===== src/hdl/atrm_pkg.sv =====
// ----------------------------------------------------------------------------
// atrm_pkg: shared types and constants of the AT response matcher
// Action and outcome codes, match patterns, field widths and match step functions.
// ----------------------------------------------------------------------------
`default_nettype none

package atrm_pkg;

  localparam int unsigned ByteW    = 8;
  localparam int unsigned TimeoutW = 26;
  localparam int unsigned ActionW  = 2;
  localparam int unsigned OutcomeW = 2;

  // Input tdata: rx_byte, timeout_us, padded to whole bytes.
  localparam int unsigned InDataW  = ((ByteW + TimeoutW + 7) / 8) * 8;
  localparam int unsigned OutDataW = ((OutcomeW + 7) / 8) * 8;

  typedef enum logic [ActionW-1:0] {
    ACT_ARM  = 2'd0,
    ACT_BYTE = 2'd1,
    ACT_TICK = 2'd2,
    ACT_NONE = 2'd3
  } action_e;

  typedef enum logic [OutcomeW-1:0] {
    OUT_OK      = 2'd0,
    OUT_ERR     = 2'd1,
    OUT_RESTART = 2'd2,
    OUT_TIMEOUT = 2'd3
  } outcome_e;

  // Pattern lengths, sized to the progress counters.
  localparam logic [2:0] OkLen  = 3'd4;
  localparam logic [2:0] ErrLen = 3'd5;
  localparam logic [3:0] RstLen = 4'd9;

  // Patterns, entry 0 is the first character.
  localparam logic [3:0][7:0] OkPat  = {8'h0A, 8'h0D, 8'h4B, 8'h4F};         // OK\r\n
  localparam logic [4:0][7:0] ErrPat = {8'h0A, 8'h0D, 8'h52, 8'h52, 8'h45}; // ERR\r\n
  localparam logic [8:0][7:0] RstPat = {8'h50, 8'h53, 8'h45, 8'h54, 8'h52,
                                        8'h41, 8'h54, 8'h53, 8'h2B};         // +STARTESP

  typedef struct packed {
    logic [2:0] ok;
    logic [2:0] err;
    logic [3:0] rst;
  } progress_t;

  function automatic logic [2:0] ok_advance(logic [2:0] prog, logic [7:0] c);
    logic [2:0] nxt;
    if (prog < OkLen && c == OkPat[prog[1:0]]) begin
      nxt = prog + 3'd1;
    end else if (c == OkPat[0]) begin
      nxt = 3'd1;
    end else begin
      nxt = 3'd0;
    end
    return nxt;
  endfunction

  function automatic logic [2:0] err_advance(logic [2:0] prog, logic [7:0] c);
    logic [2:0] nxt;
    if (prog < ErrLen && c == ErrPat[prog]) begin
      nxt = prog + 3'd1;
    end else if (c == ErrPat[0]) begin
      nxt = 3'd1;
    end else begin
      nxt = 3'd0;
    end
    return nxt;
  endfunction

  function automatic logic [3:0] rst_advance(logic [3:0] prog, logic [7:0] c);
    logic [3:0] nxt;
    if (prog < RstLen && c == RstPat[prog]) begin
      nxt = prog + 4'd1;
    end else if (c == RstPat[0]) begin
      nxt = 4'd1;
    end else begin
      nxt = 4'd0;
    end
    return nxt;
  endfunction

endpackage

`default_nettype wire


===== src/hdl/at_response_matcher.sv =====
// ----------------------------------------------------------------------------
// at_response_matcher: modem reply matcher with microsecond deadline
// Arms on a start request, matches OK / ERR / restart banner on received
// bytes and reports the first match or a timeout.
// ----------------------------------------------------------------------------
// Stages: the input stage holds the request, the result register drives m_axis.
// Throughput: one request per cycle; the input stage stalls only when it
//   holds a request that yields a result while the result register is full.
// Reset: asynchronous, active low; clears the wait flag, all match progress,
//   the tick counter and both stage valid flags.
`default_nettype none

module at_response_matcher (
  input  wire logic                          clk_i,
  input  wire logic                          rst_ni,

  input  wire logic                          s_axis_tvalid,
  output logic                               s_axis_tready,
  // [7:0] rx_byte, [33:8] timeout_us, [39:34] zero
  input  wire logic [atrm_pkg::InDataW-1:0]  s_axis_tdata,
  // [1:0] action
  input  wire logic [atrm_pkg::ActionW-1:0]  s_axis_tuser,

  output logic                               m_axis_tvalid,
  input  wire logic                          m_axis_tready,
  // [1:0] outcome, [7:2] zero
  output logic [atrm_pkg::OutDataW-1:0]      m_axis_tdata
);

  // Input stage: hold one accepted request.
  logic                                in_valid_q;
  logic [atrm_pkg::ActionW-1:0]        in_action_q;
  logic [atrm_pkg::ByteW-1:0]          in_byte_q;
  logic [atrm_pkg::TimeoutW-1:0]       in_timeout_q;

  // Matcher state.
  logic                                waiting_q, waiting_d;
  atrm_pkg::progress_t                 prog_q, prog_d;
  logic [atrm_pkg::TimeoutW-1:0]       ticks_q, ticks_d;

  // Result register.
  logic                                out_valid_q;
  logic [atrm_pkg::OutcomeW-1:0]       out_code_q;

  logic                                has_result;
  logic [atrm_pkg::OutcomeW-1:0]       result_code;
  logic                                out_free;
  logic                                proc_fire;
  atrm_pkg::progress_t                 prog_step;

  // Result slot is free if empty or being drained this cycle.
  assign out_free  = !out_valid_q || m_axis_tready;
  // Process the held request unless it needs the result slot and that is busy.
  assign proc_fire = in_valid_q && (!has_result || out_free);
  assign s_axis_tready = !in_valid_q || proc_fire;

  // Advance all three matchers on the held byte.
  assign prog_step.ok  = atrm_pkg::ok_advance(prog_q.ok, in_byte_q);
  assign prog_step.err = atrm_pkg::err_advance(prog_q.err, in_byte_q);
  assign prog_step.rst = atrm_pkg::rst_advance(prog_q.rst, in_byte_q);

  always_comb begin
    waiting_d   = waiting_q;
    prog_d      = prog_q;
    ticks_d     = ticks_q;
    has_result  = 1'b0;
    result_code = atrm_pkg::OUT_OK;
    unique case (atrm_pkg::action_e'(in_action_q))
      atrm_pkg::ACT_ARM: begin
        // Restart the wait, drop any partial match.
        waiting_d = 1'b1;
        prog_d    = '0;
        ticks_d   = in_timeout_q;
      end
      atrm_pkg::ACT_BYTE: begin
        if (waiting_q) begin
          prog_d = prog_step;
          // Check order: OK, then ERR, then restart banner.
          if (prog_step.ok >= atrm_pkg::OkLen) begin
            has_result  = 1'b1;
            result_code = atrm_pkg::OUT_OK;
            waiting_d   = 1'b0;
          end else if (prog_step.err >= atrm_pkg::ErrLen) begin
            has_result  = 1'b1;
            result_code = atrm_pkg::OUT_ERR;
            waiting_d   = 1'b0;
          end else if (prog_step.rst >= atrm_pkg::RstLen) begin
            has_result  = 1'b1;
            result_code = atrm_pkg::OUT_RESTART;
            waiting_d   = 1'b0;
          end
        end
      end
      atrm_pkg::ACT_TICK: begin
        if (waiting_q) begin
          // Expire on the tick that finds the counter already at zero.
          if (ticks_q == '0) begin
            has_result  = 1'b1;
            result_code = atrm_pkg::OUT_TIMEOUT;
            waiting_d   = 1'b0;
          end else begin
            ticks_d = ticks_q - atrm_pkg::TimeoutW'(1);
          end
        end
      end
      default: begin
        // Unused action code: ignore.
      end
    endcase
  end

  // Control: stage valids and matcher state.
  always_ff @(posedge clk_i or negedge rst_ni) begin
    if (!rst_ni) begin
      in_valid_q  <= 1'b0;
      out_valid_q <= 1'b0;
      waiting_q   <= 1'b0;
      prog_q      <= '0;
      ticks_q     <= '0;
    end else begin
      if (s_axis_tready) begin
        in_valid_q <= s_axis_tvalid;
      end
      if (proc_fire) begin
        waiting_q <= waiting_d;
        prog_q    <= prog_d;
        ticks_q   <= ticks_d;
      end
      if (proc_fire && has_result) begin
        out_valid_q <= 1'b1;
      end else if (m_axis_tready) begin
        out_valid_q <= 1'b0;
      end
    end
  end

  // Payload: capture request and result fields.
  always_ff @(posedge clk_i) begin
    if (s_axis_tready && s_axis_tvalid) begin
      in_action_q  <= s_axis_tuser;
      in_byte_q    <= s_axis_tdata[atrm_pkg::ByteW-1:0];
      in_timeout_q <= s_axis_tdata[atrm_pkg::ByteW +: atrm_pkg::TimeoutW];
    end
    if (proc_fire && has_result) begin
      out_code_q <= result_code;
    end
  end

  assign m_axis_tvalid = out_valid_q;
  assign m_axis_tdata  = atrm_pkg::OutDataW'(out_code_q);

endmodule

`default_nettype wire

===== config.mk =====
export PLATFORM = sky130hd
export DESIGN_NAME = at_response_matcher
export DESIGN_NICKNAME = d
export VERILOG_FILES = /design/src/hdl/atrm_pkg.sv /design/src/hdl/at_response_matcher.sv
export SDC_FILE = /design/constraint.sdc
export NUM_CORES = 1
export LEC_CHECK = 0
export ABC_AREA = 1
export BUFFER_PORTS_ARGS = -buffer_cell sky130_fd_sc_hd__buf_2
export CORE_MARGIN = 1.5
export CORE_UTILIZATION = 35
export DETAILED_ROUTE_END_ITERATION = 12
export GPL_ROUTABILITY_DRIVEN = 0
export HOLD_SLACK_MARGIN = 0.08
export PLACE_DENSITY = 0.61
export SYNTH_ARGS = -nofsm -noshare
export SYNTH_HDL_FRONTEND = slang
export SYNTH_SLANG_ARGS = --single-unit
export TNS_END_PERCENT = 5

===== constraint.sdc =====
create_clock -name clk_i -period 5.5 [get_ports clk_i]
set_input_delay 0.55 -clock clk_i [delete_from_list [all_inputs] [get_ports clk_i]]
set_output_delay 0.55 -clock clk_i [all_outputs]
set_load 0.005 [all_outputs]

==> results.py, run 1 <==
metrics = {
    "detailed_routing": {
        "firstDrtPassIters": 4,
        "drt_iter0_markers": 283,
        "wl_um": 9990,
        "dr_wl_met2_um": 4900,
        "antenna_left": 0,
        "vias_per_cell": 4.96,
        "num_vias": 3862,
        "wl_met3_um": 420,
        "highest_layer": "met4",
        "routedWlPerCell_um": 12.8,
        "wl_met1_um": 4500,
        "route.detailed.drc": 0,
    },
    "yosys": {
        "synth-seq-area-share": 0.460,
        "synth_top_flop_cell": "dfrtp_1",
        "avgSynthCellArea_um2": 8.14,
        "netlist_instances": 566,
        "netlist_top_cells_count": "172 x nand2_1, 51 x inv_1, 44 x nor2_1",
        "ys_top_cells_by_area": "edfxtp_1 25%, dfrtp_1 21%, nand2_1 14%",
        "synth_area_um2": 4610,
        "synth-async-reset-ratio": 0.506,
        "synth_cell_types": 41,
        "ys_ff_latch": 77,
        "synth_most_common_cell": "nand2_1",
        "synth_edf_count": 38,
        "netlist.area_leader.share": 0.248,
        "synth_area_leader_cell": "edfxtp_1",
        "ys_warn_count": 0,
    },
    "run": {
        "maxCapViolCount": 0,
    },
    "setup_path": {
        "cp_num_buf_inv": 5,
        "cp-startpoint": "in_action_q[0]",
        "max_stage_delay_ns": 0.67,
        "r2r-start": "in_action_q[0]",
        "r2r-end": "ticks_q[24]",
        "worstPathArrival_ns": 3.26,
        "reg2reg_setup_slack_ns": 1.86,
        "crit_path_cell_trace": "inv_1, ha_1, clkinv_1, buf_4, nor2_1, nand2_1, nand2_2, nand2_1, inv_1, nand3_1, buf_2",
        "crit_path_top_delay_cell": "ha_1",
        "path_max_fanout": 22,
        "critPathTopFamily": "buffers and inverters",
        "critPathLaunchType": "register",
        "crit_end": "s_axis_tready",
        "rr_worst_depth": 11,
        "cp_data_required_time_ns": 4.95,
        "path_class": "reg -> out",
        "cp-end-kind": "output pin",
        "crit_cells": 11,
    },
    "timing": {
        "hold_viol": 0,
        "setup_viol": 0,
        "fin_tns_setup_ns": 0,
        "slew_headroom": 0.365,
        "tightest_slew_ns": 0.952,
        "rsz0062_at_grt": "no",
        "min_period_over_period": 0.693,
        "slew_violations": 0,
        "max_freq_mhz": 262,
        "finClkSkew_ns": 0.00659,
        "min_period_ns": 3.81,
    },
    "power": {
        "peakVddDrop_v": 0.000292,
        "totalPowerFinal_uw": 1660,
        "powerDensity_nw_per_um2": 318,
        "p_leak_uw": 0.00246,
    },
    "clock_tree": {
        "post_cts_buffers": 0,
        "cts_max_path_buffers": 2,
        "cts_max_level": 3,
        "ctsResizeCount": 0,
        "clk_latency_ns": 0.35,
        "cts.sinks": 77,
        "cts_tree": "built",
        "hold_buffers": 0,
        "numCtsBuffers": 9,
        "cts.clk_slew.worst_paths_ns": 0.07,
        "cts-root-buf": "clkbuf_16",
    },
    "cells_and_area": {
        "insertedDiodeCount": 0,
        "nets": 664,
        "area_growth_pct": 13.1,
        "drive_gt1_frac": 0.147,
    },
    "global_routing": {
        "antenna_found_initial": 0,
        "grt_remaining_overflow": 0,
        "grt_use_total": 0.151,
        "grt_max_degree": 43,
        "grt_pass1_vias": 3673,
        "grt_pass1_wl_um": 17000,
    },
    "floorplan": {
        "dieArea_um2": 13900,
        "die_h_um": 118,
        "num_rows": 41,
        "coreArea_um2": 12700,
        "initial_core_util": 0.362,
        "io_pins": 56,
        "die_x_um": 118,
    },
    "place": {
        "dp_hpwl_um": 6690,
        "portBuffers": 43,
    },
    "hold_path": {
        "hold_class": "in -> async",
    },
    "run_status": {
        "status": "completed",
    },
}
## metrics by stage
stage | hold slack, ns | instance area [µm²] | utilization | setup slack [ns] | instances
2_1_floorplan | 0.254 | 4620 | - | 2.32 | 571
3_5_place_dp | 0.481 | 4920 | 0.387 | 1.82 | 763
4_1_cts | 0.361 | 5210 | 0.410 | 1.65 | 779
6_report | 0.354 | 5210 | 0.410 | 1.69 | 779
3_3_place_gp | 0.470 | 4920 | 0.387 | 1.90 | 763
5_1_grt | 0.362 | 5210 | 0.410 | 1.34 | 779
## report_power, final
| part | internal, µW | leakage (µW) | switching (µW) | total, µW |
|---|---|---|---|---|
| clock | 316 | 0.000137 | 262 | 579 |
| combinational | 112 | 0.00145 | 191 | 303 |
| sequential | 688 | 0.000873 | 85.4 | 774 |
## routing by layer
metal  track usage  vias to the layer above
met5             0                        -
met4        0.0526                        0
met3        0.0373                       14
met2         0.261                       85
met1         0.181                     1808
li1              -                     1955
## final cells by class
type                       count  area [µm²]
multi-input combinational    409        2120
timing repair buffer          48         253
clock buffer                   9         225
fill                        1330        7510
inverter                      57         214
clock inverter                 7        68.8
sequential                    77        2120
tap                          172         215
## cell families after synthesis
group | count (synthesis) | share of synthesized area
buffers and inverters | 85 | 0.0845
AOI/OAI and AO/OA | 55 | 0.0660
other | 1 | 0.000814
and+or+nand+nor | 319 | 0.321
DFF | 77 | 0.460
adders and majority gates | 16 | 0.0435
xor gates and xnor gates | 13 | 0.0247
## how the worst min path moves through the flow
stage | to | cells past startpoint | slack (ns) | start
after floorplan | in_valid_q | 0 | 0.25 | rst_ni
after CTS | in_timeout_q[12] | 1 | 0.36 | s_axis_tdata[20]
after global routing | in_timeout_q[25] | 1 | 0.36 | s_axis_tdata[33]
after detailed placement | ticks_q[9] | 2 | 0.48 | ticks_q[9]
after global placement | ticks_q[9] | 2 | 0.47 | ticks_q[9]
final | ticks_q[10] | 1 | 0.35 | rst_ni
## registers in the layout, indices dropped and copies added (netlist names)
name	cells
in_action_q	2
prog_q	10
out_code_q	2
ticks_q	26
m_axis_tvalid	1
waiting_q	1
in_valid_q	1
in_byte_q	8
in_timeout_q	26
## cells in the final DEF, fill, tap and decap left out, types with 3 or more instances in the layout
master     instances
nand2_1          172
inv_1             51
nor2_1            44
nand4_1           43
buf_2             43
dfrtp_1           39
edfxtp_1          38
o21ai_0           30
nand3_1           20
ha_1              16
nor3_1            15
xor2_1            11
a21oi_1           10
clkbuf_16          9
nor2_2             6
conb_1             6
a31oi_1            5
buf_4              5
clkinv_1           3
or2_2              3
inv_2              3
nand3_4            3
No activity file was read; power rests on OpenSTA's default activity.
==> inputs of run 2 (changes only) <==
--- a/config.mk
+++ b/config.mk
@@ -12,7 +12,7 @@
 export DETAILED_ROUTE_END_ITERATION = 12
 export GPL_ROUTABILITY_DRIVEN = 0
 export HOLD_SLACK_MARGIN = 0.08
-export PLACE_DENSITY = 0.61
+export PLACE_DENSITY = 0.63
 export SYNTH_ARGS = -nofsm -noshare
 export SYNTH_HDL_FRONTEND = slang
 export SYNTH_SLANG_ARGS = --single-unit
==> constraint.sdc (replaced) <==
create_clock -name clk_i -period 3.46 [get_ports clk_i]
set_input_delay 0.346 -clock clk_i [delete_from_list [all_inputs] [get_ports clk_i]]
set_output_delay 0.346 -clock clk_i [all_outputs]
set_load 0.005 [all_outputs]
==> run 2 against run 1 <==
  * Via count rose by 0.49%
  * First-iteration DRC count fell by 15%
  * Critical path depth rose by 9
  * Setup slack got worse by 1.4 ns
  * Critical path type unchanged
==> results.py, run 2 (synthesis gave the netlist of run 1 again) <==
metrics = {
    "setup_path": {
        "path_class": "reg -> out",
        "cp_data_required_time_ns": 3.11,
        "path_max_fanout": 7,
        "worstPathArrival_ns": 2.79,
        "critPathLaunchType": "register",
        "cp-end-kind": "output pin",
    },
    "power": {
        "p_clk_frac": 0.353,
        "power.switching_uw": 805,
        "peakVddDrop_v": 0.000247,
        "combPwrFrac": 0.182,
        "p_leak_uw": 0.00247,
        "powerDensity_nw_per_um2": 504,
        "seqPwrFrac": 0.465,
        "intPower_uw": 1840,
        "p_sw_frac": 0.305,
    },
    "timing": {
        "setup_slack_ns": 0.324,
        "tightest_slew_ns": 0.916,
        "min_period_ns": 3.14,
        "finClkSkew_ns": 0.00836,
        "slew_violations": 0,
        "whs_ns": 0.143,
        "max_freq_mhz": 319,
        "setup_viol": 0,
        "fin_tns_setup_ns": 0,
        "min_period_over_period": 0.906,
        "slew_headroom": 0.389,
        "hold_viol": 0,
        "rsz0062_at_grt": "no",
    },
    "detailed_routing": {
        "drt_iter0_markers": 241,
        "wl_um": 9730,
        "vias_per_cell": 4.97,
        "routedWlPerCell_um": 12.5,
        "antenna_left": 0,
        "route.detailed.drc": 0,
        "firstDrtPassIters": 4,
        "num_vias": 3881,
    },
    "cells_and_area": {
        "insertedDiodeCount": 0,
        "utilization": 0.412,
        "reg_top3": "in_timeout_q (26), ticks_q (26), prog_q (10)",
        "num-fill-cells": 1305,
        "area_growth_pct": 13.9,
        "drive_gt1_frac": 0.148,
        "layout.cells.most_common": "nand2_1",
        "final_cell_mix": "172 x nand2_1, 51 x inv_1, 44 x nor2_1",
        "nets": 666,
    },
    "global_routing": {
        "grt_remaining_overflow": 0,
        "grt_max_degree": 42,
        "antenna_found_initial": 0,
        "grt_use_total": 0.147,
        "grt_pass1_vias": 3759,
        "grt_pass1_wl_um": 16900,
    },
    "clock_tree": {
        "post_cts_buffers": 0,
        "cts_max_path_buffers": 2,
        "cts.sinks": 77,
        "clk_latency_ns": 0.33,
        "numCtsBuffers": 9,
        "hold_buffers": 0,
        "cts.clk_slew.worst_paths_ns": 0.06,
        "cts_max_level": 3,
        "cts_tree": "built",
        "cts-root-buf": "clkbuf_16",
    },
    "run_status": {
        "status": "completed",
    },
    "place": {
        "portBuffers": 43,
        "dp_hpwl_um": 6780,
        "dp_slack_ns": 0.221,
    },
    "hold_path": {
        "hold_class": "in -> async",
    },
    "floorplan": {
        "coreArea_um2": 12700,
        "die_h_um": 118,
        "initial_core_util": 0.362,
        "num_rows": 41,
        "io_pins": 56,
        "dieArea_um2": 13900,
        "die_x_um": 118,
    },
    "run": {
        "maxCapViolCount": 0,
    },
}
==> run 2: cell count changes in the layout (fill, tap and decap cells not counted), sizes merged <==
cell / delta
clkbuf: +2
buf: +2
bufinv: +1
inv: -2
clkinv: -1
==> run 2: through the flow <==
| stage | total power [µW] | cell area, µm² | instances |
|---|---|---|---|
| after floorplan | 1590 | 4620 | 571 |
| after global placement | 1710 | 4940 | 765 |
| after detailed placement | 1720 | 4940 | 765 |
| after CTS | 2670 | 5240 | 781 |
| after global routing | 2810 | 5250 | 781 |
| final | 2640 | 5250 | 781 |
==> run 2: final timing paths <==
path | end | slack [ns] | depth (start not counted) | from
worst min-delay path | ticks_q[10] | 0.14 | 1 | rst_ni
min in group clk_i | in_timeout_q[1] | 0.18 | 1 | s_axis_tdata[9]
worst min register to register | ticks_q[7] | 0.49 | 2 | ticks_q[7]
max in group asynchronous | prog_q[1] | 2.68 | 1 | rst_ni
worst max register to register | in_timeout_q[14] | 0.45 | 23 | prog_q[1]
worst max-delay path | s_axis_tready | 0.32 | 20 | prog_q[1]
==> run 2: power by group through the flow <==
stage	combinational (µW)	clock, µW	sequential (µW)
floorplan	382	0	1210
global placement	467	0	1240
detailed placement	484	0	1240
CTS	486	957	1230
global route	564	999	1250
finish	482	932	1230
==> run 2: critical path, stage by stage (launching register included) <==
cell and delay [ns]:
dfrtp_2 0.43, inv_1 0.08, ha_1 0.35, nand2_1 0.11
nand2_1 0.12, nand2_1 0.05, nand2_1 0.08, nand2_1 0.07
nor2_2 0.15, nand3_2 0.10, clkinv_1 0.08, o21ai_1 0.06
nand2_1 0.06, nand2_1 0.08, nand2_1 0.07, nand2_1 0.06
nand2_2 0.12, nand2_1 0.06, inv_1 0.07, nand3_1 0.11
buf_2 0.16
==> run 2: routing by layer <==
| layer | vias up | part of all wire | track usage |
|---|---|---|---|
| met5 | - | 0 | 0 |
| met4 | 0 | 0.014 | 0.0457 |
| met3 | 15 | 0.040 | 0.0349 |
| met2 | 88 | 0.50 | 0.258 |
| met1 | 1827 | 0.44 | 0.179 |
| li1 | 1951 | - | - |
==> run 2: timing repair <==
item                                    4_1_cts  5_1_grt
hold endpoints to repair                      0        0
resized for setup                             0        2
endpoints found under the setup margin        0       27
==> run 2: layout make-up <==
| type | count | area, µm² | area share |
|---|---|---|---|
| Timing Repair Buffer | 50 | 280 | 0.0534 |
| Tap cell | 172 | 215 | 0.0410 |
| Clock buffer | 11 | 233 | 0.0444 |
| Multi-Input combinational cell | 409 | 2120 | 0.405 |
| Inverter | 57 | 214 | 0.0408 |
| Sequential cell | 77 | 2120 | 0.404 |
| Clock inverter | 5 | 62.6 | 0.0119 |
==> inputs of run 3 (changes only) <==
--- a/config.mk
+++ b/config.mk
@@ -12,7 +12,7 @@
 export DETAILED_ROUTE_END_ITERATION = 12
 export GPL_ROUTABILITY_DRIVEN = 0
 export HOLD_SLACK_MARGIN = 0.08
-export PLACE_DENSITY = 0.63
+export PLACE_DENSITY = 0.61
 export SYNTH_ARGS = -nofsm -noshare
 export SYNTH_HDL_FRONTEND = slang
 export SYNTH_SLANG_ARGS = --single-unit
==> constraint.sdc (replaced) <==
create_clock -name clk_i -period 3.6 [get_ports clk_i]
set_input_delay 0.36 -clock clk_i [delete_from_list [all_inputs] [get_ports clk_i]]
set_output_delay 0.36 -clock clk_i [all_outputs]
set_load 0.005 [all_outputs]
==> run 3 against run 2 <==
  * Largest cell class unchanged
  * First-iteration DRC count is 5.4% higher
  * Routed wire length is 3.5% higher
  * Clock power is 5.6% lower
  * Clock skew is 0.0057 ns higher
  * Via count hardly changed
  * Critical endpoint unchanged
  * Final cell count stayed put
  * Non-clock buffer count stayed put
==> results.py, run 3 (synthesis gave the netlist of run 1 again) <==
metrics = {
    "cells_and_area": {
        "num-fill-cells": 1296,
        "reg_top3": "in_timeout_q (26), ticks_q (26), prog_q (10)",
        "drive_gt1_frac": 0.149,
        "insertedDiodeCount": 0,
        "utilization": 0.412,
        "layout.cells.non_filler": 781,
        "nets": 666,
        "layout.cells.most_common": "nand2_1",
        "final_cell_mix": "172 x nand2_1, 51 x inv_1, 44 x nor2_1",
        "area_growth_pct": 13.7,
    },
    "global_routing": {
        "grt_max_degree": 40,
        "antenna_found_initial": 0,
        "grt_use_total": 0.150,
        "grt_pass1_wl_um": 16800,
        "grt_remaining_overflow": 0,
        "grt_pass1_vias": 3700,
    },
    "detailed_routing": {
        "highest_layer": "met4",
        "route.detailed.drc": 0,
        "wl_met3_um": 532,
        "wl_met1_um": 4360,
        "wl_um": 10100,
        "antenna_left": 0,
        "firstDrtPassIters": 4,
        "vias_per_cell": 4.97,
        "num_vias": 3878,
        "routedWlPerCell_um": 12.9,
        "drt_iter0_markers": 254,
        "dr_wl_met2_um": 5000,
    },
    "timing": {
        "slew_violations": 0,
        "tightest_slew_ns": 0.923,
        "finClkSkew_ns": 0.0141,
        "fin_tns_setup_ns": 0,
        "slew_headroom": 0.385,
        "hold_viol": 0,
        "whs_ns": 0.152,
        "min_period_ns": 3.17,
        "min_period_over_period": 0.881,
        "rsz0062_at_grt": "no",
        "setup_viol": 0,
        "max_freq_mhz": 315,
        "setup_slack_ns": 0.427,
    },
    "clock_tree": {
        "cts_max_level": 3,
        "ctsResizeCount": 0,
        "cts_tree": "built",
        "cts_max_path_buffers": 2,
        "numCtsBuffers": 9,
        "cts.clk_slew.worst_paths_ns": 0.06,
        "clk_latency_ns": 0.35,
        "cts.sinks": 77,
        "cts-root-buf": "clkbuf_16",
        "post_cts_buffers": 0,
        "hold_buffers": 0,
    },
    "setup_path": {
        "rr_worst_depth": 23,
        "crit_end": "s_axis_tready",
        "r2r-end": "in_timeout_q[13]",
        "critPathTopFamily": "simple AND/OR/NAND/NOR gates",
        "crit_cells": 20,
        "crit_path_top_delay_cell": "dfrtp_1",
        "crit_path_cell_trace": "inv_1, ha_1, nand2_1, nand2_1, nand2_1, nand2_1, nand2_1, nor2_2, nand3_2, clkinv_1, o21ai_1, nand2_1, nand2_1, nand2_1, nand2_1, nand2_2, nand2_1, inv_1, nand3_1, buf_2",
        "path_max_fanout": 7,
        "r2r-start": "prog_q[1]",
        "cp_num_buf_inv": 4,
        "cp-end-kind": "output pin",
        "critPathLaunchType": "register",
        "path_class": "reg -> out",
        "cp_data_required_time_ns": 3.24,
        "crit_top_cell": "nand2_1",
        "max_stage_delay_ns": 0.46,
        "worstPathArrival_ns": 2.81,
        "cp-startpoint": "prog_q[1]",
        "reg2reg_setup_slack_ns": 0.56,
    },
    "place": {
        "portBuffers": 43,
        "dp_slack_ns": 0.576,
        "dp_hpwl_um": 6820,
        "placedCellCount": 765,
    },
    "power": {
        "p_leak_uw": 0.00248,
        "powerDensity_nw_per_um2": 483,
        "peakVddDrop_v": 0.000251,
    },
    "floorplan": {
        "die_x_um": 118,
        "initial_core_util": 0.362,
        "die_h_um": 118,
        "num_rows": 41,
        "coreArea_um2": 12700,
        "io_pins": 56,
        "dieArea_um2": 13900,
    },
    "hold_path": {
        "hold_class": "in -> async",
    },
    "run": {
        "maxCapViolCount": 0,
    },
    "run_status": {
        "status": "completed",
    },
}
run 3: worst min path at each step:
stage                       end  slack [ns]  cells after the start
6_report             ticks_q[9]        0.15                      1
5_1_grt        in_timeout_q[16]        0.17                      1
4_1_cts        in_timeout_q[16]        0.17                      1
3_5_place_dp         ticks_q[9]        0.48                      2
3_3_place_gp         ticks_q[9]        0.47                      2
2_1_floorplan        in_valid_q        0.06                      0
run 3: through the flow:
stage | cell area (µm²) | total power [µW]
finish | 5240 | 2530
global route | 5240 | 2680
CTS | 5240 | 2550
detailed placement | 4940 | 1660
global placement | 4940 | 1640
floorplan | 4620 | 1530
run 3: power by group:
| group | internal [µW] | switching (µW) | leakage [µW] | total (µW) |
|---|---|---|---|---|
| logic | 174 | 293 | 0.00147 | 467 |
| registers | 1050 | 130 | 0.000873 | 1180 |
| clock network | 497 | 383 | 0.000142 | 880 |
run 3: metal layers:
metal / global-route usage / up-vias
li1: - / 1957
met1: 0.173 / 1810
met2: 0.264 / 98
met3: 0.0426 / 13
met4: 0.0579 / 0
met5: 0 / -
run 3: area by class of cell:
type	count	area, µm²	area share
Tap cell	172	215	0.0411
Timing Repair Buffer	50	280	0.0535
Sequential cell	77	2120	0.404
Clock buffer	10	239	0.0456
Multi-Input combinational cell	409	2120	0.404
Clock inverter	6	53.8	0.0103
Inverter	57	214	0.0409
